## src/rtl/spq_pkg.sv

```systemverilog
// ----------------------------------------------------------------------------
// Sorted priority queue package
// Shared types and constants for the queue cells and the top level.
// ----------------------------------------------------------------------------
package spq_pkg;

	localparam int unsigned DEPTH = 16;

	localparam logic [1:0] CMD_INSERT = 2'd0;
	localparam logic [1:0] CMD_REMOVE = 2'd1;
	localparam logic [1:0] CMD_QUERY  = 2'd2;

	localparam logic [1:0] ST_OK           = 2'd0;
	localparam logic [1:0] ST_EMPTY_REMOVE = 2'd1;
	localparam logic [1:0] ST_FULL_DROP    = 2'd2;

	typedef struct packed {
		logic [1:0]         command;
		logic signed [31:0] value;
		logic signed [31:0] priority_req;
	} req_t;

	typedef struct packed {
		logic signed [31:0] head_value;
		logic signed [31:0] head_priority;
		logic               is_empty;
		logic [1:0]         status;
	} rsp_t;

	typedef struct packed {
		logic signed [31:0] value;
		logic signed [31:0] prio;
	} entry_t;

	// Broadcast to every cell in the chain
	typedef struct packed {
		logic   insert;
		logic   remove;
		entry_t new_entry;
	} ctrl_t;

endpackage

```

## src/rtl/spq_cell.sv

```systemverilog
// ----------------------------------------------------------------------------
// Sorted priority queue cell
// Holds one entry; keeps it, takes the new entry or takes a neighbour's entry.
// ----------------------------------------------------------------------------
module spq_cell (
	input  logic            clk,
	input  logic            arst_n,
	input  spq_pkg::ctrl_t  ctrl,
	input  logic            is_head,
	input  spq_pkg::entry_t prev_entry,
	input  logic            prev_valid,
	input  logic            prev_keep,
	input  spq_pkg::entry_t next_entry,
	input  logic            next_valid,
	output spq_pkg::entry_t entry,
	output logic            valid,
	output logic            keep
);

	spq_pkg::entry_t entry_q;
	logic            valid_q;

	// The head stays ahead of a new entry of equal priority; others only when greater
	always_comb begin
		if (is_head) begin
			keep = valid_q && (entry_q.prio >= ctrl.new_entry.prio);
		end else begin
			keep = valid_q && (entry_q.prio > ctrl.new_entry.prio);
		end
	end

	always_ff @(posedge clk or negedge arst_n) begin
		if (!arst_n) begin
			valid_q <= 1'b0;
		end else if (ctrl.insert && !keep) begin
			valid_q <= prev_keep ? 1'b1 : prev_valid;
		end else if (ctrl.remove) begin
			valid_q <= next_valid;
		end
	end

	always_ff @(posedge clk) begin
		if (ctrl.insert && !keep) begin
			entry_q <= prev_keep ? ctrl.new_entry : prev_entry;
		end else if (ctrl.remove) begin
			entry_q <= next_entry;
		end
	end

	assign entry = entry_q;
	assign valid = valid_q;

endmodule

```

## src/rtl/sorted_priority_queue_unit.sv

```systemverilog
// ----------------------------------------------------------------------------
// Sorted priority queue unit
// Bounded queue kept in descending priority order in a chain of cells.
// ----------------------------------------------------------------------------
// Usage:
//   Drive request and raise start for one cycle per command; a command is
//   taken at a clock edge where start is high and busy is low. busy never
//   rises, so a command can be issued in every cycle.
//   Commands: insert (value, priority_req), remove head, or query.
//   Every command gives one result in the cycle after it is taken: done is high
//   for exactly one cycle and result carries the head value and priority
//   after the command (zero when empty), the empty flag and a status.
//   Throughput is one command per cycle: every cell compares its priority
//   with the new one in parallel and shifts in the same cycle.
//   Removing from an empty queue reports a status and changes nothing; an
//   insert into a full queue is dropped with a status.
//   Reset empties the queue and clears done. The receiver cannot stall: a
//   result not taken in its cycle is lost.
// ----------------------------------------------------------------------------
module sorted_priority_queue_unit (
	input  logic          clk,
	input  logic          arst_n,
	input  logic          start,
	output logic          busy,
	input  spq_pkg::req_t request,
	output logic          done,
	output spq_pkg::rsp_t result
);

	localparam int unsigned N = spq_pkg::DEPTH;

	spq_pkg::ctrl_t  ctrl;
	spq_pkg::entry_t cell_entry [N];
	logic [N-1:0]    cell_valid;
	logic [N-1:0]    cell_keep;
	logic            full;
	logic            empty;
	logic [1:0]      status_d;
	logic [1:0]      status_q;
	logic            done_q;

	assign busy  = 1'b0;
	assign full  = cell_valid[N-1];
	assign empty = !cell_valid[0];

	always_comb begin
		ctrl.insert              = 1'b0;
		ctrl.remove              = 1'b0;
		ctrl.new_entry.value     = request.value;
		ctrl.new_entry.prio      = request.priority_req;
		status_d                 = spq_pkg::ST_OK;
		if (start) begin
			unique case (request.command)
				spq_pkg::CMD_INSERT: begin
					if (full) begin
						status_d = spq_pkg::ST_FULL_DROP;
					end else begin
						ctrl.insert = 1'b1;
					end
				end
				spq_pkg::CMD_REMOVE: begin
					if (empty) begin
						status_d = spq_pkg::ST_EMPTY_REMOVE;
					end else begin
						ctrl.remove = 1'b1;
					end
				end
				default: begin
					// query and the unused code leave the queue as it is
				end
			endcase
		end
	end

	for (genvar i = 0; i < N; i++) begin : g_cell
		spq_pkg::entry_t prev_entry;
		logic            prev_valid;
		logic            prev_keep;
		spq_pkg::entry_t next_entry;
		logic            next_valid;

		if (i == 0) begin : g_first
			assign prev_entry = ctrl.new_entry;
			assign prev_valid = 1'b1;
			assign prev_keep  = 1'b1;
		end else begin : g_mid
			assign prev_entry = cell_entry[i-1];
			assign prev_valid = cell_valid[i-1];
			assign prev_keep  = cell_keep[i-1];
		end

		if (i == N - 1) begin : g_last
			assign next_entry = cell_entry[i];
			assign next_valid = 1'b0;
		end else begin : g_inner
			assign next_entry = cell_entry[i+1];
			assign next_valid = cell_valid[i+1];
		end

		spq_cell u_cell (
			.clk        (clk),
			.arst_n     (arst_n),
			.ctrl       (ctrl),
			.is_head    (i == 0),
			.prev_entry (prev_entry),
			.prev_valid (prev_valid),
			.prev_keep  (prev_keep),
			.next_entry (next_entry),
			.next_valid (next_valid),
			.entry      (cell_entry[i]),
			.valid      (cell_valid[i]),
			.keep       (cell_keep[i])
		);
	end

	always_ff @(posedge clk or negedge arst_n) begin
		if (!arst_n) begin
			done_q   <= 1'b0;
			status_q <= spq_pkg::ST_OK;
		end else begin
			done_q   <= start;
			status_q <= status_d;
		end
	end

	// The head cell already holds the state after the transfer
	assign done                 = done_q;
	assign result.head_value    = empty ? 32'sd0 : cell_entry[0].value;
	assign result.head_priority = empty ? 32'sd0 : cell_entry[0].prio;
	assign result.is_empty      = empty;
	assign result.status        = status_q;

endmodule
```

## config.mk

```make
export PLATFORM = sky130hd
export DESIGN_NAME = sorted_priority_queue_unit
export DESIGN_NICKNAME = d
export VERILOG_FILES = /design/src/rtl/spq_pkg.sv /design/src/rtl/spq_cell.sv /design/src/rtl/sorted_priority_queue_unit.sv
export SDC_FILE = /design/constraint.sdc
export NUM_CORES = 2
export LEC_CHECK = 0
export ABC_CLOCK_PERIOD_IN_PS = 5400
export BUFFER_PORTS_ARGS = -buffer_cell sky130_fd_sc_hd__buf_2
export CAP_MARGIN = 20
export CORE_MARGIN = 3
export CORE_UTILIZATION = 60
export CTS_BUF_LIST = sky130_fd_sc_hd__clkbuf_8
export DETAILED_ROUTE_END_ITERATION = 8
export GPL_TIMING_DRIVEN = 0
export PLACE_DENSITY = 0.86
export SYNTH_ARGS = -nofsm -noshare
export SYNTH_HDL_FRONTEND = slang
export SYNTH_HIERARCHICAL = 1
export SYNTH_SLANG_ARGS = --single-unit
```

## constraint.sdc

```tcl
create_clock -name clk -period 5.4 [get_ports clk]
set_input_delay 0.27 -clock clk [delete_from_list [all_inputs] [get_ports clk]]
set_output_delay 0.27 -clock clk [all_outputs]
set_load 0.05 [all_outputs]
```

==> results.rst <==
.. list-table::
   :header-rows: 1

   * - Metric
     - Value
   * - Die Outline Area
     - 123000 um2
   * - Die span in y
     - 351 um
   * - Max Slew Vio Count
     - 0
   * - Pin slew with the least headroom to its limit
     - 0.980 ns
   * - Class of the most critical setup path
     - flop to flop
   * - Leakage power summed over all cells
     - 0.0302 uW
   * - Nature of the critical path endpoint
     - flop
   * - Max Clock Freq
     - 0.195 GHz
   * - Number of warnings issued by yosys
     - 6
   * - Placement-stage worst setup slack
     - -0.147 ns
   * - Gate count of the mapped netlist
     - 5395
   * - Largest vdd supply drop
     - 236 uV
   * - DRC violation total after the first TritonRoute iteration
     - 3730
   * - Maximum number of pins on one net before global-route repair
     - 65
   * - Worst hold path endpoint
     - done$_DFF_PN0_
   * - Number of buffers between clock root and the deepest sink
     - 3
   * - Antenna-violating nets left
     - 0
   * - Critical Path Slowest Stage Cell
     - sky130_fd_sc_hd__clkbuf_1
   * - Max Cap Viol
     - 0
   * - Area growth from synthesis to final layout
     - 8.54%
   * - Post-DP HPWL
     - 130 mm
   * - Post-Layout Inst Area
     - 77500 um2
   * - Fraction of the cycle the final worst path needs
     - 0.949
   * - Mean number of vias per cell
     - 6.11
   * - Share of post-route cells with drive strength above 1
     - 0.369
   * - Insertion delay to the later sink of the worst-skew pair
     - 0.87 ns
   * - Run status
     - finished, final reports clean
   * - Drt drc
     - 0
   * - Placed cells
     - 7083
   * - Mean routed wirelength per cell
     - 22.8 um
   * - Cell Pwr Density
     - 357 nW/um2
   * - Worst R2R Start
     - g_cell[5].u_cell/entry[27]$_DFFE_PP_
   * - Met2 Resource Use GR
     - 0.440
   * - Tmin final
     - 5.13 ns
   * - M3 GR Usage
     - 0.0383
   * - CTS tree
     - built
   * - Crit path buf inv count
     - 2
   * - Family of cells with the greatest summed delay on the critical path
     - simple AND/OR/NAND/NOR gates
   * - Number of hold-slack violations in the final timing report
     - 0
   * - Setup slack of the most critical reg-to-reg path
     - 0.27 ns
   * - Routing layer with the top usage in global route
     - met2
   * - Total setup buffers inserted after CTS
     - 0
   * - Sinks on Clock Net
     - 1043
   * - Post_cts resized
     - 0
   * - Final standard cell utilization of the core
     - 0.662
   * - Pre-Repair DR Iteration Count
     - 8
   * - Global-route wire length before repair
     - 261 mm
   * - Most frequent cells in the layout
     - 1440 x sky130_fd_sc_hd__mux2_2, 1024 x sky130_fd_sc_hd__edfxtp_1, 620 x sky130_fd_sc_hd__inv_1
   * - Core outline area
     - 117000 um2
   * - Number of non-filler instances in the completed layout
     - 7415
   * - Placer Congestion
     - 0.904
   * - Number of levels in the clock H-tree
     - 4
   * - Maximum net fanout on the critical path
     - 10
   * - Clock buffers created by TritonCTS
     - 173
   * - CP startpoint kind
     - flop
   * - Number of I/O port buffers
     - 136
   * - Data required, critical path
     - 6.00 ns
   * - Most common cell after layout, fill and taps aside
     - sky130_fd_sc_hd__mux2_2
   * - Hold Path Origin
     - start
   * - Clock root buffer
     - sky130_fd_sc_hd__clkbuf_8
   * - Post-placement cell area
     - 74300 um2
   * - Horizontal die dimension
     - 351 um
   * - Number of stages on the worst hold path
     - 2
   * - Worst relative slew slack
     - 0.340
   * - Final clock skew
     - 0.0409 ns
   * - Global route total overflow
     - 0
   * - CTS Hold Bufs
     - 7
   * - Type of the tightest min-delay check
     - primary input to flop
   * - Clock slew seen by the registers of the worst setup and hold paths
     - 0.07 ns
   * - Filler cell count
     - 7978
   * - Minimum setup slack in the final design
     - 0.273 ns
   * - Arrival @ worst endpoint
     - 5.73 ns
   * - Total standard cell area after synthesis
     - 71400 um2
   * - GRT Total Usage
     - 0.269
   * - Crit-path max cell delay
     - 0.72 ns
   * - IO Pins
     - 138
   * - Floorplan row count
     - 125
   * - Number of antenna violations at the first check in global routing
     - 20
   * - Vias in the first global route
     - 46600
   * - Endpoint of the lowest-slack register-to-register path
     - g_cell[6].u_cell/entry[41]$_DFFE_PP_
   * - Avg Cell Area, Syn
     - 13.2 um2
   * - Total number of nets in the final design
     - 6322
   * - Routed via count
     - 45300
   * - Effective utilization at floorplan
     - 0.610
   * - Cell type with the highest occurrence count on the critical path
     - sky130_fd_sc_hd__clkbuf_1
   * - GR Layer Usage met1
     - 0.356
   * - Setup repair after global routing missed its margin
     - no
   * - Final WL
     - 169 mm
   * - Worst reg2reg path depth
     - 11
   * - Setup-failing EPs final
     - 0
   * - Critical-path cell list
     - ha_1, nand4_1, nor4_2, o211ai_1, a21oi_1, a211oi_1, nor4_1, clkbuf_1, clkbuf_1, mux2_2, mux2_4
[final cells by class]
type,instances,area [um2],share of cell area
Tap cell,1524,1910,0.0246
Antenna cell,15,37.5,0.000484
Timing Repair Buffer,152,915,0.0118
Sequential cell,1043,31200,0.403
Clock inverter,130,654,0.00844
Clock buffer,180,2480,0.0319
Buffer,233,1690,0.0218
Inverter,562,2110,0.0272
Multi-Input combinational cell,3576,36500,0.471
[per-stage QoR]
stage | power [uW] | hold WS (ns) | TNS [ns]
floorplan | 18500 | -0.0256 | 0
global placement | 20700 | 0.277 | -4248.45
detailed placement | 21200 | 0.284 | -2.51
CTS | 27700 | 0.0173 | 0
global route | 28900 | 0.0714 | 0
finish | 27700 | 0.0943 | 0
[per-layer routing]
layer	up-vias	share of wire
met2	1609	0.47
met4	8	0.044
met1	22300	0.43
met5	-	0.00025
met3	375	0.059
li1	21000	-
[how the worst max path moves through the flow]
stage                     slack [ns]  depth (start not counted)                                 start                               endpoint
after global routing            0.25                         11  g_cell[5].u_cell/entry[23]$_DFFE_PP_   g_cell[6].u_cell/entry[39]$_DFFE_PP_
after CTS                       0.30                         11  g_cell[5].u_cell/entry[23]$_DFFE_PP_   g_cell[6].u_cell/entry[43]$_DFFE_PP_
after floorplan                 1.54                          6   g_cell[15].u_cell/valid$_DFFE_PN0P_    g_cell[6].u_cell/entry[0]$_DFFE_PP_
after global placement         -2.87                          6   g_cell[15].u_cell/valid$_DFFE_PN0P_  g_cell[15].u_cell/entry[11]$_DFFE_PP_
final                           0.27                         11  g_cell[5].u_cell/entry[27]$_DFFE_PP_   g_cell[6].u_cell/entry[41]$_DFFE_PP_
after detailed placement       -0.15                         13                           request[29]   g_cell[6].u_cell/entry[43]$_DFFE_PP_
[power by group]
group	leakage (uW)	switching (uW)	internal [uW]	total, uW
Sequential	0.00962	831	10400	11200
Combinational	0.0188	5160	4790	9950
Clock	0.00182	3240	3230	6480
Total	0.0302	9240	18400	27700
[registers in the layout (all words and copies together), names as in the netlist]
signal / count
status_q: 2
done: 1
g_cell.u_cell/valid: 16
g_cell.u_cell/entry: 1024
Power figures use the tool's default switching activity.
